**config.mk**
```make
export PLATFORM = sky130hd
export DESIGN_NAME = sir_epidemic_euler_step
export DESIGN_NICKNAME = d
export VERILOG_FILES = /design/src/rtl/sirstep_pkg.sv /design/src/rtl/sirstep_mac.sv /design/src/rtl/sirstep_ctrl.sv /design/src/rtl/sir_epidemic_euler_step.sv
export SDC_FILE = /design/constraint.sdc
export NUM_CORES = 2
export LEC_CHECK = 0
export ABC_AREA = 0
export BUFFER_PORTS_ARGS = -buffer_cell sky130_fd_sc_hd__buf_2
export CORE_MARGIN = 3
export CORE_UTILIZATION = 55
export CTS_BUF_LIST = sky130_fd_sc_hd__clkbuf_16
export DETAILED_ROUTE_END_ITERATION = 7
export PLACE_DENSITY = 0.83
export SYNTH_ARGS = -nofsm -noshare
export SYNTH_HDL_FRONTEND = slang
export SYNTH_SLANG_ARGS = --single-unit
```
**constraint.sdc**
```tcl
create_clock -name clk -period 8.3 [get_ports clk]
set_clock_uncertainty 0.1 [all_clocks]
set_input_delay 0.415 -clock clk [delete_from_list [all_inputs] [get_ports clk]]
set_output_delay 0.415 -clock clk [all_outputs]
set_load 0.1 [all_outputs]
```
**src/rtl/sirstep_pkg.sv**
```systemverilog
// Shared types and constants for the SIR epidemic Euler step block.
`timescale 1ns / 1ps
`default_nettype none

package sirstep_pkg;

	// Configuration register widths and indexes.
	localparam int INF_RATE_W  = 16;
	localparam int REC_RATE_W  = 19;
	localparam int TSCALE_W    = 18;
	localparam int INIT_INF_W  = 4;
	localparam int CFG_DATA_W  = 19;
	localparam int CFG_IDX_W   = 2;

	localparam logic [CFG_IDX_W-1:0] CFG_INFECTION_RATE  = 2'd0;
	localparam logic [CFG_IDX_W-1:0] CFG_RECOVERY_RATE   = 2'd1;
	localparam logic [CFG_IDX_W-1:0] CFG_TIME_SCALE      = 2'd2;
	localparam logic [CFG_IDX_W-1:0] CFG_INITIAL_INFECTED = 2'd3;

	localparam logic [INF_RATE_W-1:0] INF_RATE_RESET = 16'd6554;
	localparam logic [REC_RATE_W-1:0] REC_RATE_RESET = 19'd65536;
	localparam logic [TSCALE_W-1:0]   TSCALE_RESET   = 18'd65536;
	localparam logic [INIT_INF_W-1:0] INIT_INF_RESET = 4'd1;

	// Model constants.
	localparam int POPULATION     = 100;
	localparam int RESET_INFECTED = 2;
	localparam int SAT_INT        = 255;
	localparam int RATE_FRAC      = 16;
	localparam int DT_RECIP       = 10000;
	localparam int DT_RECIP_BITS  = 14;

	// Multiplier slice width of the shared unit.
	localparam int CHUNK_W = 8;

	// Level output: floor(t / 10) as (t * LVL_RECIP) >> LVL_SHIFT for t <= LVL_T_MAX.
	localparam int LEVEL_W    = 16;
	localparam int LVL_Q_BITS = 12;
	localparam int LVL_T_W    = 19;
	localparam int LVL_T_MAX  = 409600;
	localparam int LVL_RECIP  = 838861;
	localparam int LVL_SHIFT  = 23;

	// Sequencer states: idle, one per product, plus update and hand-off.
	typedef enum logic [3:0] {
		ST_IDLE,
		ST_SI,
		ST_INF,
		ST_REC,
		ST_DIK,
		ST_DIDIV,
		ST_DRK,
		ST_DRDIV,
		ST_UPDATE,
		ST_LVS,
		ST_LVI,
		ST_LVR,
		ST_OUT
	} st_t;

	// Control bundle from the sequencer to the datapath.
	typedef struct packed {
		st_t  state;
		logic in_ready;
		logic mac_start;
		logic capture;
		logic out_load;
	} ctl_t;

endpackage

`default_nettype wire

```
**src/rtl/sirstep_mac.sv**
```systemverilog
// Shared multiply-accumulate unit that forms one product a slice of the multiplier per cycle.
`timescale 1ns / 1ps
`default_nettype none

module sirstep_mac
	import sirstep_pkg::*;
#(
	parameter int AW = 42,
	parameter int MW = 43
) (
	input  wire logic             clk,
	input  wire logic             arst_n,
	input  wire logic             start,
	input  wire logic [AW-1:0]    a,
	input  wire logic [MW-1:0]    b,
	output logic                  done,
	output logic [AW+MW-1:0]      prod
);

	localparam int PW = AW + MW;

	logic [PW-1:0]         a_q;
	logic [MW-1:0]         b_q;
	logic [PW-1:0]         acc_q;
	logic                  busy_q;
	logic                  done_q;
	logic [PW+CHUNK_W-1:0] pp;
	logic                  last;

	// Partial product of the shifted multiplicand and the lowest remaining slice.
	assign pp   = a_q * b_q[CHUNK_W-1:0];
	assign last = (b_q[MW-1:CHUNK_W] == '0);

	// Control: busy while slices remain, then a one-cycle done.
	always_ff @(posedge clk or negedge arst_n) begin
		if (!arst_n) begin
			busy_q <= 1'b0;
			done_q <= 1'b0;
		end else begin
			done_q <= busy_q && last;
			if (start) begin
				busy_q <= 1'b1;
			end else if (busy_q && last) begin
				busy_q <= 1'b0;
			end
		end
	end

	// Operand shifting and accumulation.
	always_ff @(posedge clk) begin
		if (start) begin
			a_q   <= PW'(a);
			b_q   <= b;
			acc_q <= '0;
		end else if (busy_q) begin
			acc_q <= acc_q + pp[PW-1:0];
			a_q   <= a_q << CHUNK_W;
			b_q   <= b_q >> CHUNK_W;
		end
	end

	assign done = done_q;
	assign prod = acc_q;

`ifndef SYNTHESIS
	a_start_idle: assert property (@(posedge clk) disable iff (!arst_n)
		start |-> (!busy_q && !done_q))
		else $error("multiply started while the unit was busy");

	a_done_pulse: assert property (@(posedge clk) disable iff (!arst_n)
		done_q |=> !done_q)
		else $error("done held for more than one cycle");

	a_done_not_busy: assert property (@(posedge clk) disable iff (!arst_n)
		done_q |-> !busy_q)
		else $error("done raised while still accumulating");
`endif

endmodule

`default_nettype wire

```
**src/rtl/sirstep_ctrl.sv**
```systemverilog
// Sequencer that steps the shared multiplier through the products of one Euler step.
`timescale 1ns / 1ps
`default_nettype none

module sirstep_ctrl
	import sirstep_pkg::*;
(
	input  wire logic clk,
	input  wire logic arst_n,
	input  wire logic in_valid,
	input  wire logic mac_done,
	input  wire logic out_free,
	output ctl_t      ctl
);

	st_t  state_q;
	st_t  state_d;
	logic issued_q;
	logic is_mac;

	// Next state.
	always_comb begin
		state_d = state_q;
		unique case (state_q)
			ST_IDLE:   if (in_valid) state_d = ST_SI;
			ST_SI:     if (mac_done) state_d = ST_INF;
			ST_INF:    if (mac_done) state_d = ST_REC;
			ST_REC:    if (mac_done) state_d = ST_DIK;
			ST_DIK:    if (mac_done) state_d = ST_DIDIV;
			ST_DIDIV:  if (mac_done) state_d = ST_DRK;
			ST_DRK:    if (mac_done) state_d = ST_DRDIV;
			ST_DRDIV:  if (mac_done) state_d = ST_UPDATE;
			ST_UPDATE: state_d = ST_LVS;
			ST_LVS:    if (mac_done) state_d = ST_LVI;
			ST_LVI:    if (mac_done) state_d = ST_LVR;
			ST_LVR:    if (mac_done) state_d = ST_OUT;
			ST_OUT:    if (out_free) state_d = ST_IDLE;
			default:   state_d = ST_IDLE;
		endcase
	end

	// Outputs.
	always_comb begin
		unique case (state_q) inside
			ST_SI, ST_INF, ST_REC, ST_DIK, ST_DIDIV, ST_DRK, ST_DRDIV,
			ST_LVS, ST_LVI, ST_LVR: is_mac = 1'b1;
			default:                is_mac = 1'b0;
		endcase
		ctl.state     = state_q;
		ctl.in_ready  = (state_q == ST_IDLE);
		ctl.mac_start = is_mac && !issued_q;
		ctl.capture   = is_mac && mac_done;
		ctl.out_load  = (state_q == ST_OUT) && out_free;
	end

	// State and launch flag; the flag makes each product start exactly once.
	always_ff @(posedge clk or negedge arst_n) begin
		if (!arst_n) begin
			state_q  <= ST_IDLE;
			issued_q <= 1'b0;
		end else begin
			state_q <= state_d;
			if (ctl.mac_start) begin
				issued_q <= 1'b1;
			end else if (mac_done) begin
				issued_q <= 1'b0;
			end
		end
	end

endmodule

`default_nettype wire

```
**src/rtl/sir_epidemic_euler_step.sv**
```systemverilog
// Top level of the SIR epidemic forward Euler step block.
`timescale 1ns / 1ps
`default_nettype none

// Each accepted transfer advances a susceptible/infected/recovered model by one
// forward Euler step (dt of 0.0001, population 100, state in signed fixed point
// with FRAC_BITS fraction bits, saturating at +-255) and returns the three
// populations divided by ten as 0..10 V levels in Q4.12. A restart of 1 reloads
// the initial populations before the step. All ten products of a step (five for
// the update, two reciprocal multiplies for the division by 10000, three for the
// level scaling) run in turn on one shared multiply-accumulate unit that takes
// eight bits of its multiplier per cycle, so a product lasts longer the more
// significant bytes its multiplier operand has. Steps are longest at the reset
// settings while the output register is free. Small rates, a small time scale
// or a small infected count shorten a step, and a result that is still waiting
// in the output register delays the next transfer until it is taken. The
// input is not ready during a step. A finished result waits in the output
// register while the next item is accepted.
module sir_epidemic_euler_step
	import sirstep_pkg::*;
#(
	parameter int FRAC_BITS = 24
) (
	input  wire logic                  clk,
	input  wire logic                  arst_n,
	input  wire logic                  cfg_we,
	input  wire logic [CFG_IDX_W-1:0]  cfg_index,
	input  wire logic [CFG_DATA_W-1:0] cfg_data,
	input  wire logic                  in_valid,
	output logic                       in_ready,
	input  wire logic                  restart,
	output logic                       out_valid,
	input  wire logic                  out_ready,
	output logic [LEVEL_W-1:0]         susceptible_level,
	output logic [LEVEL_W-1:0]         infected_level,
	output logic [LEVEL_W-1:0]         recovered_level
);

	localparam int SW     = FRAC_BITS + 9;
	localparam int MAGW   = FRAC_BITS + 8;
	localparam int SIW    = FRAC_BITS + 16;
	localparam int RECW   = FRAC_BITS + 11;
	localparam int NW     = FRAC_BITS + 18;
	localparam int MW     = NW + 1;
	localparam int PW     = NW + MW;
	localparam int DW     = FRAC_BITS + 5;
	localparam int EW     = FRAC_BITS + 12;
	localparam int DIV_SH = NW + DT_RECIP_BITS;

	localparam logic [63:0] DIV_RECIP_FULL = ((64'd1 << DIV_SH) / 64'(DT_RECIP)) + 64'd1;
	localparam logic [MW-1:0] DIV_RECIP = DIV_RECIP_FULL[MW-1:0];

	localparam logic signed [SW-1:0] STATE_LIM = signed'(SW'(SAT_INT) << FRAC_BITS);
	localparam logic signed [SW-1:0] S_RESET =
		signed'(SW'(POPULATION - RESET_INFECTED) << FRAC_BITS);
	localparam logic signed [SW-1:0] I_RESET = signed'(SW'(RESET_INFECTED) << FRAC_BITS);

	// Saturate a widened state value to +-255.
	function automatic logic signed [SW-1:0] sat_state(input logic signed [EW-1:0] v);
		if (v > EW'(STATE_LIM)) return STATE_LIM;
		if (v < -EW'(STATE_LIM)) return -STATE_LIM;
		return SW'(v);
	endfunction

	// Scale a state to the level numerator, zero for non-positive values, clamped.
	function automatic logic [LVL_T_W-1:0] lvl_arg(input logic signed [SW-1:0] x);
		logic [LVL_T_W:0] t;
		t = x[SW-2 -: LVL_T_W+1];
		if (x[SW-1] || (x == '0)) return '0;
		if (t > (LVL_T_W+1)'(LVL_T_MAX)) return LVL_T_W'(LVL_T_MAX);
		return t[LVL_T_W-1:0];
	endfunction

	ctl_t ctl;

	logic [INF_RATE_W-1:0] inf_rate_q;
	logic [REC_RATE_W-1:0] rec_rate_q;
	logic [TSCALE_W-1:0]   tscale_q;
	logic [INIT_INF_W-1:0] init_inf_q;

	logic signed [SW-1:0] susc_q;
	logic signed [SW-1:0] infd_q;
	logic signed [SW-1:0] recv_q;

	logic [SIW-1:0]  si_q;
	logic [SIW-1:0]  inf_q;
	logic [RECW-1:0] rec_q;
	logic [NW-1:0]   n_q;
	logic [DW-1:0]   di_q;
	logic [DW-1:0]   dr_q;

	logic [LEVEL_W-1:0] lvl_s_q;
	logic [LEVEL_W-1:0] lvl_i_q;
	logic [LEVEL_W-1:0] lvl_r_q;
	logic [LEVEL_W-1:0] out_s_q;
	logic [LEVEL_W-1:0] out_i_q;
	logic [LEVEL_W-1:0] out_r_q;
	logic               out_valid_q;

	logic [SW-1:0]   s_abs;
	logic [SW-1:0]   i_abs;
	logic [MAGW-1:0] s_mag;
	logic [MAGW-1:0] i_mag;
	logic            si_neg;
	logic            i_neg;

	logic [NW-1:0]   mac_a;
	logic [MW-1:0]   mac_b;
	logic            mac_done;
	logic [PW-1:0]   prod;
	logic            out_free;

	logic [INIT_INF_W-1:0] i0_eff;
	logic [6:0]            s0_int;

	logic signed [EW-1:0] di_sg;
	logic signed [EW-1:0] dr_sg;
	logic signed [EW-1:0] s_next;
	logic signed [EW-1:0] i_next;
	logic signed [EW-1:0] r_next;

	sirstep_ctrl u_ctrl (
		.clk      (clk),
		.arst_n   (arst_n),
		.in_valid (in_valid),
		.mac_done (mac_done),
		.out_free (out_free),
		.ctl      (ctl)
	);

	sirstep_mac #(
		.AW (NW),
		.MW (MW)
	) u_mac (
		.clk    (clk),
		.arst_n (arst_n),
		.start  (ctl.mac_start),
		.a      (mac_a),
		.b      (mac_b),
		.done   (mac_done),
		.prod   (prod)
	);

	assign in_ready = ctl.in_ready;
	assign out_free = !out_valid_q || out_ready;

	// Magnitudes and signs of the current state.
	assign s_abs  = susc_q[SW-1] ? SW'(-susc_q) : SW'(susc_q);
	assign i_abs  = infd_q[SW-1] ? SW'(-infd_q) : SW'(infd_q);
	assign s_mag  = s_abs[MAGW-1:0];
	assign i_mag  = i_abs[MAGW-1:0];
	assign si_neg = susc_q[SW-1] ^ infd_q[SW-1];
	assign i_neg  = infd_q[SW-1];

	// Operand selection for the shared unit.
	always_comb begin
		unique case (ctl.state) inside
			ST_SI: begin
				mac_a = NW'(s_mag);
				mac_b = MW'(i_mag);
			end
			ST_INF: begin
				mac_a = NW'(si_q);
				mac_b = MW'(inf_rate_q);
			end
			ST_REC: begin
				mac_a = NW'(i_mag);
				mac_b = MW'(rec_rate_q);
			end
			ST_DIK: begin
				mac_a = NW'(inf_q);
				mac_b = MW'(tscale_q);
			end
			ST_DRK: begin
				mac_a = NW'(rec_q);
				mac_b = MW'(tscale_q);
			end
			ST_DIDIV, ST_DRDIV: begin
				mac_a = n_q;
				mac_b = DIV_RECIP;
			end
			ST_LVS: begin
				mac_a = NW'(lvl_arg(susc_q));
				mac_b = MW'(LVL_RECIP);
			end
			ST_LVI: begin
				mac_a = NW'(lvl_arg(infd_q));
				mac_b = MW'(LVL_RECIP);
			end
			ST_LVR: begin
				mac_a = NW'(lvl_arg(recv_q));
				mac_b = MW'(LVL_RECIP);
			end
			default: begin
				mac_a = '0;
				mac_b = '0;
			end
		endcase
	end

	// Product capture, each rescaled to its format.
	always_ff @(posedge clk) begin
		if (ctl.capture) begin
			case (ctl.state) inside
				ST_SI:            si_q    <= prod[FRAC_BITS +: SIW];
				ST_INF:           inf_q   <= prod[RATE_FRAC +: SIW];
				ST_REC:           rec_q   <= prod[RATE_FRAC +: RECW];
				ST_DIK, ST_DRK:   n_q     <= prod[RATE_FRAC +: NW];
				ST_DIDIV:         di_q    <= prod[DIV_SH +: DW];
				ST_DRDIV:         dr_q    <= prod[DIV_SH +: DW];
				ST_LVS:           lvl_s_q <= prod[LVL_SHIFT +: LEVEL_W];
				ST_LVI:           lvl_i_q <= prod[LVL_SHIFT +: LEVEL_W];
				ST_LVR:           lvl_r_q <= prod[LVL_SHIFT +: LEVEL_W];
				default: ;
			endcase
		end
	end

	// Signed increments and the new state before saturation.
	always_comb begin
		di_sg  = si_neg ? -signed'(EW'(di_q)) : signed'(EW'(di_q));
		dr_sg  = i_neg ? -signed'(EW'(dr_q)) : signed'(EW'(dr_q));
		s_next = EW'(susc_q) - di_sg;
		i_next = EW'(infd_q) + di_sg - dr_sg;
		r_next = EW'(recv_q) + dr_sg;
	end

	// Restart populations; an initial count of zero counts as one.
	assign i0_eff = (init_inf_q == '0) ? INIT_INF_W'(1) : init_inf_q;
	assign s0_int = 7'(POPULATION) - 7'(i0_eff);

	// Population state: reload on a restart transfer, update after the update and division products.
	always_ff @(posedge clk or negedge arst_n) begin
		if (!arst_n) begin
			susc_q <= S_RESET;
			infd_q <= I_RESET;
			recv_q <= '0;
		end else if (in_valid && ctl.in_ready && restart) begin
			susc_q <= signed'(SW'(s0_int) << FRAC_BITS);
			infd_q <= signed'(SW'(i0_eff) << FRAC_BITS);
			recv_q <= '0;
		end else if (ctl.state == ST_UPDATE) begin
			susc_q <= sat_state(s_next);
			infd_q <= sat_state(i_next);
			recv_q <= sat_state(r_next);
		end
	end

	// Configuration registers.
	always_ff @(posedge clk or negedge arst_n) begin
		if (!arst_n) begin
			inf_rate_q <= INF_RATE_RESET;
			rec_rate_q <= REC_RATE_RESET;
			tscale_q   <= TSCALE_RESET;
			init_inf_q <= INIT_INF_RESET;
		end else if (cfg_we) begin
			unique case (cfg_index)
				CFG_INFECTION_RATE:   inf_rate_q <= cfg_data[INF_RATE_W-1:0];
				CFG_RECOVERY_RATE:    rec_rate_q <= cfg_data[REC_RATE_W-1:0];
				CFG_TIME_SCALE:       tscale_q   <= cfg_data[TSCALE_W-1:0];
				CFG_INITIAL_INFECTED: init_inf_q <= cfg_data[INIT_INF_W-1:0];
				default: ;
			endcase
		end
	end

	// Output register.
	always_ff @(posedge clk or negedge arst_n) begin
		if (!arst_n) begin
			out_valid_q <= 1'b0;
		end else if (ctl.out_load) begin
			out_valid_q <= 1'b1;
		end else if (out_ready) begin
			out_valid_q <= 1'b0;
		end
	end

	always_ff @(posedge clk) begin
		if (ctl.out_load) begin
			out_s_q <= lvl_s_q;
			out_i_q <= lvl_i_q;
			out_r_q <= lvl_r_q;
		end
	end

	assign out_valid         = out_valid_q;
	assign susceptible_level = out_s_q;
	assign infected_level    = out_i_q;
	assign recovered_level   = out_r_q;

`ifndef SYNTHESIS
	a_state_bounded: assert property (@(posedge clk) disable iff (!arst_n)
		(susc_q <= STATE_LIM) && (susc_q >= -STATE_LIM) &&
		(infd_q <= STATE_LIM) && (infd_q >= -STATE_LIM) &&
		(recv_q <= STATE_LIM) && (recv_q >= -STATE_LIM))
		else $error("population state beyond saturation limit");

	a_level_range: assert property (@(posedge clk) disable iff (!arst_n)
		out_valid_q |-> ((out_s_q <= LEVEL_W'(40960)) && (out_i_q <= LEVEL_W'(40960)) &&
		(out_r_q <= LEVEL_W'(40960))))
		else $error("output level above ten volts");

	a_busy_after_accept: assert property (@(posedge clk) disable iff (!arst_n)
		(in_valid && ctl.in_ready) |=> !ctl.in_ready)
		else $error("input still ready after a transfer was taken");
`endif

endmodule

`default_nettype wire
```
==> metrics.md <==
| Metric | Value |
|---|---|
| Post-synth EDFFs | `slightly below 400` |
| Vias in the first global route | `between 40000 and 50000` |
| Leading cell type in the layout, fill and taps excluded | `inv_1` |
| Critical-path cell list | `buf_4 -> nand2_1 -> fa_1 -> inv_1 -> fa_1 -> inv_1 -> fa_1 -> inv_1 -> fa_1 -> ha_1 -> nand2_1 -> nor3_1 -> nand3_1 -> nor4b_1 -> a22oi_1 -> a2111oi_0 -> o21ai_0 -> o21ai_0 -> buf_4 -> a41oi_1 -> xnor2_1 -> o21ai_0` |
| Setup TNS Final | `0 ns` |
| Slew HR | `roughly 5.8%` |
| Fillers | `approximately 8500` |
| Commonest cells after routing, fill and taps aside | `inv_1, nand2_1, fa_1` |
| WP data arrival | `between 8 and 9 ns` |
| Number of synthesized register bits | `680` |
| Synth Area in Adders | `between 20% and 30%` |
| Vias per std cell | `~6.4` |
| Max Clk Rate | `approximately 120 MHz` |
| Routed WL | `185000 um` |
| H-tree Lvls | `3` |
| Register area share after synthesis | `31.6%` |
| 1st-iter DRT viols | `5300` |
| Initial Util | `55.7%` |
| CORE AREA | `roughly 100000 um2` |
| Share of layout cells above drive strength 1 | `under 10%` |
| Clk pin slew, worst setup/hold paths | `~0.060 ns` |
| DR WL/cell | `25.0 um` |
| Synth Area in Compound Gates | `roughly 14%` |
| Tightest Pin Transition | `between 1 and 1.5 ns` |
| Area Overhead vs Synth | `7.46%` |
| Fin crit period | `8.02 ns` |
| Main combinational cell family by area after synthesis | `adder cells` |
| Worst Path Max Fanout | `21` |
| Die X | `331 um` |
| Critical Path RT | `8.74 ns` |
| RR Startpoint | `u_mac.b_q[0]` |
| CP most frequent cell | `fa_1` |
| Initial antenna violation count | `4` |
| Kind of critical path | `reg2reg` |
| Min-delay worst type | `in2async` |
| Worst-Skew Late Latency | `~0.7 ns` |
| Failing checks | `DRC` |
| Number of I/O pins | `77` |
| Synthesized Nets | `roughly 7000` |
| Hold_ws | `between 0.1 and 0.15 ns` |
| Status | `complete, but fails checks` |
| Slowest stage cell, crit path | `a2111oi_0` |
| GRT overflow | `0` |
| Die ar. | `about 110000 um2` |
| Slowest Stage Delay on Critical Path | `between 1 and 1.5 ns` |
| Die Y | `around 330 um` |
| Post_cts resized | `0` |
| Synth warn | `0` |
| Max Cap Violations | `0` |
| Routability cong. | `a little over 1` |
| Max Slew Vio Count | `0` |
| Post-Synth XOR/XNOR Area | `4.22%` |
| Async S/R FF share, synth | `between 20% and 30%` |
| Mapped Area | `slightly below 60000 um2` |
| Clk sinks | `680` |
| DRT antenna net count | `0` |
| Final worst path period share | `96.6%` |
| Simple-Gate Fraction of Synth Area | `~15%` |
| RSZ-0062 raised after global routing | `no` |
| Residual DRC | `1` |
| Hold Violations, Final | `0` |
| Met2 usage | `between 50% and 60%` |
| Row count | `between 100 and 150` |
| Most Crowded Layer GR | `met2` |
| Main synth FF type | `edfxtp_1` |
| Mapped Avg Cell Area | `about 9.6 um2` |
| Critical Path Start | `u_mac.b_q[0]` |
| CP Launch Type | `flop` |
| Met1 GRT Util | `between 40% and 50%` |
| GR Util met3 | `8.96%` |
| Detail Placement HPWL | `between 100000 and 150000 um` |
| Mux share of post-synthesis cell area | `3.01%` |
| Num CTS Buffers | `75` |
| Vias | `between 40000 and 50000` |
| First-pass GRT wire length | `284000 um` |
| Clock root cell | `clkbuf_16` |
| # setup viols final | `0` |
| CTS tree | `yes` |
| First-pass iteration count of the detailed router | `8` |
| Synth unique cells | `slightly above 90` |
| Crit end category | `flop` |
| Clock Tree Buf Depth | `3` |
| Port Buffers | `between 70 and 80` |
| Mapped Cells | `~6100` |
| Layout net count | `just under 7000` |
| Largest net degree at the start of global routing | `71` |
| GRT Resource Usage Total | `between 30% and 40%` |
## critical path, delay by kind of cell, from the launching register on
family,cells,cell delay [ns]
adder cells (fa/ha/maj),5,2.40
XOR/XNOR,1,0.17
AO/OA/AOI/OAI,6,2.37
buffers and inverters,5,0.68
AND/OR/NAND/NOR,5,1.21
flip-flops,1,0.94
## through the flow
stage | area, um2 | util, % | cells | setup WS [ns]
finish | 62400 | 59.9 | 7401 | 0.285
global route | 62400 | 59.9 | 7398 | 0.144
CTS | 62400 | 59.9 | 7398 | 0.531
detailed placement | 59600 | 57.2 | 7237 | 0.568
global placement | 59600 | 57.2 | 7237 | 0.805
floorplan | 58100 | - | 6060 | 2.05
## flip-flops by register name (all words and copies together), names as in the netlist, 33 cells and up
name        count
u_mac.b_q      35
susc_q         33
u_mac.a_q      85
inf_q          40
u_mac.prod     85
recv_q         33
rec_q          35
si_q           40
n_q            42
infd_q         33
## area by class of cell
cell class	count	area (um2)	share of cell area (%)
well taps	1380	1730	2.77
flip-flops and latches	680	18300	29.4
repair buffers	173	1190	1.91
inverters	739	2780	4.45
clock buffers	75	1880	3.01
diodes	3	7.51	0.0120
multi-input cells	4286	35800	57.3
clock inverters	65	749	1.20
## repair_timing
item                      in CTS  in global routing
hold buffers                  21                  0
hold endpoints to repair     112                  0
setup buffers                  0                  0
## worst paths after layout
| kind | slack, ns | end | cells past startpoint |
|---|---|---|---|
| setup reg to reg | 0.28 | u_mac.prod[84] | 22 |
| setup / recovery | 0.28 | u_mac.prod[84] | 22 |
| hold / removal | 0.14 | inf_rate_q[2] | 2 |
| min in group clk | 0.24 | init_inf_q[1] | 3 |
| max in group asynchronous | 5.96 | recv_q[5] | 4 |
| hold reg to reg | 0.25 | recovered_level[9] | 0 |
## kinds of logic (layout without fill, tap and decap cells)
group | Yosys count | in the layout
buffers and inverters | 1094 | 1052
xor gates and xnor gates | 280 | 280
DFF | 680 | 680
adders and majority gates | 796 | 796
and+or+nand+nor | 1811 | 1811
other | 0 | 3
muxes | 167 | 167
AOI/OAI and AO/OA | 1232 | 1232
## cell usage after synthesis, types with 47 or more instances
library cell	number	area, um2
nand4_1	56	350
a221oi_1	52	455
mux2i_1	105	1050
xor2_1	113	990
fa_1	591	11800
nand3_1	77	385
edfxtp_1	388	11700
o21ai_0	248	1240
dfrtp_1	150	3750
a31oi_1	47	294
clkbuf_1	294	1100
mux2_2	62	698
o21a_1	52	390
nor2_1	369	1390
xnor2_1	167	1460
dfxtp_1	128	2560
a22o_1	75	657
and2_1	315	1970
a21o_1	91	683
nor3_1	75	375
inv_1	738	2770
ha_1	205	2560
nand2_1	661	2480
a21oi_1	280	1400
## metal layers
| metal | vias to the layer above | share of wire (%) |
|---|---|---|
| met1 | 23294 | 38 |
| met5 | - | 0.017 |
| met3 | 594 | 12 |
| met4 | 6 | 5.4 |
| li1 | 20392 | - |
| met2 | 2892 | 45 |
Power is left out: the tool's default activity adds up to more than one toggle a clock period on the data nets, which glitch-free logic cannot reach.
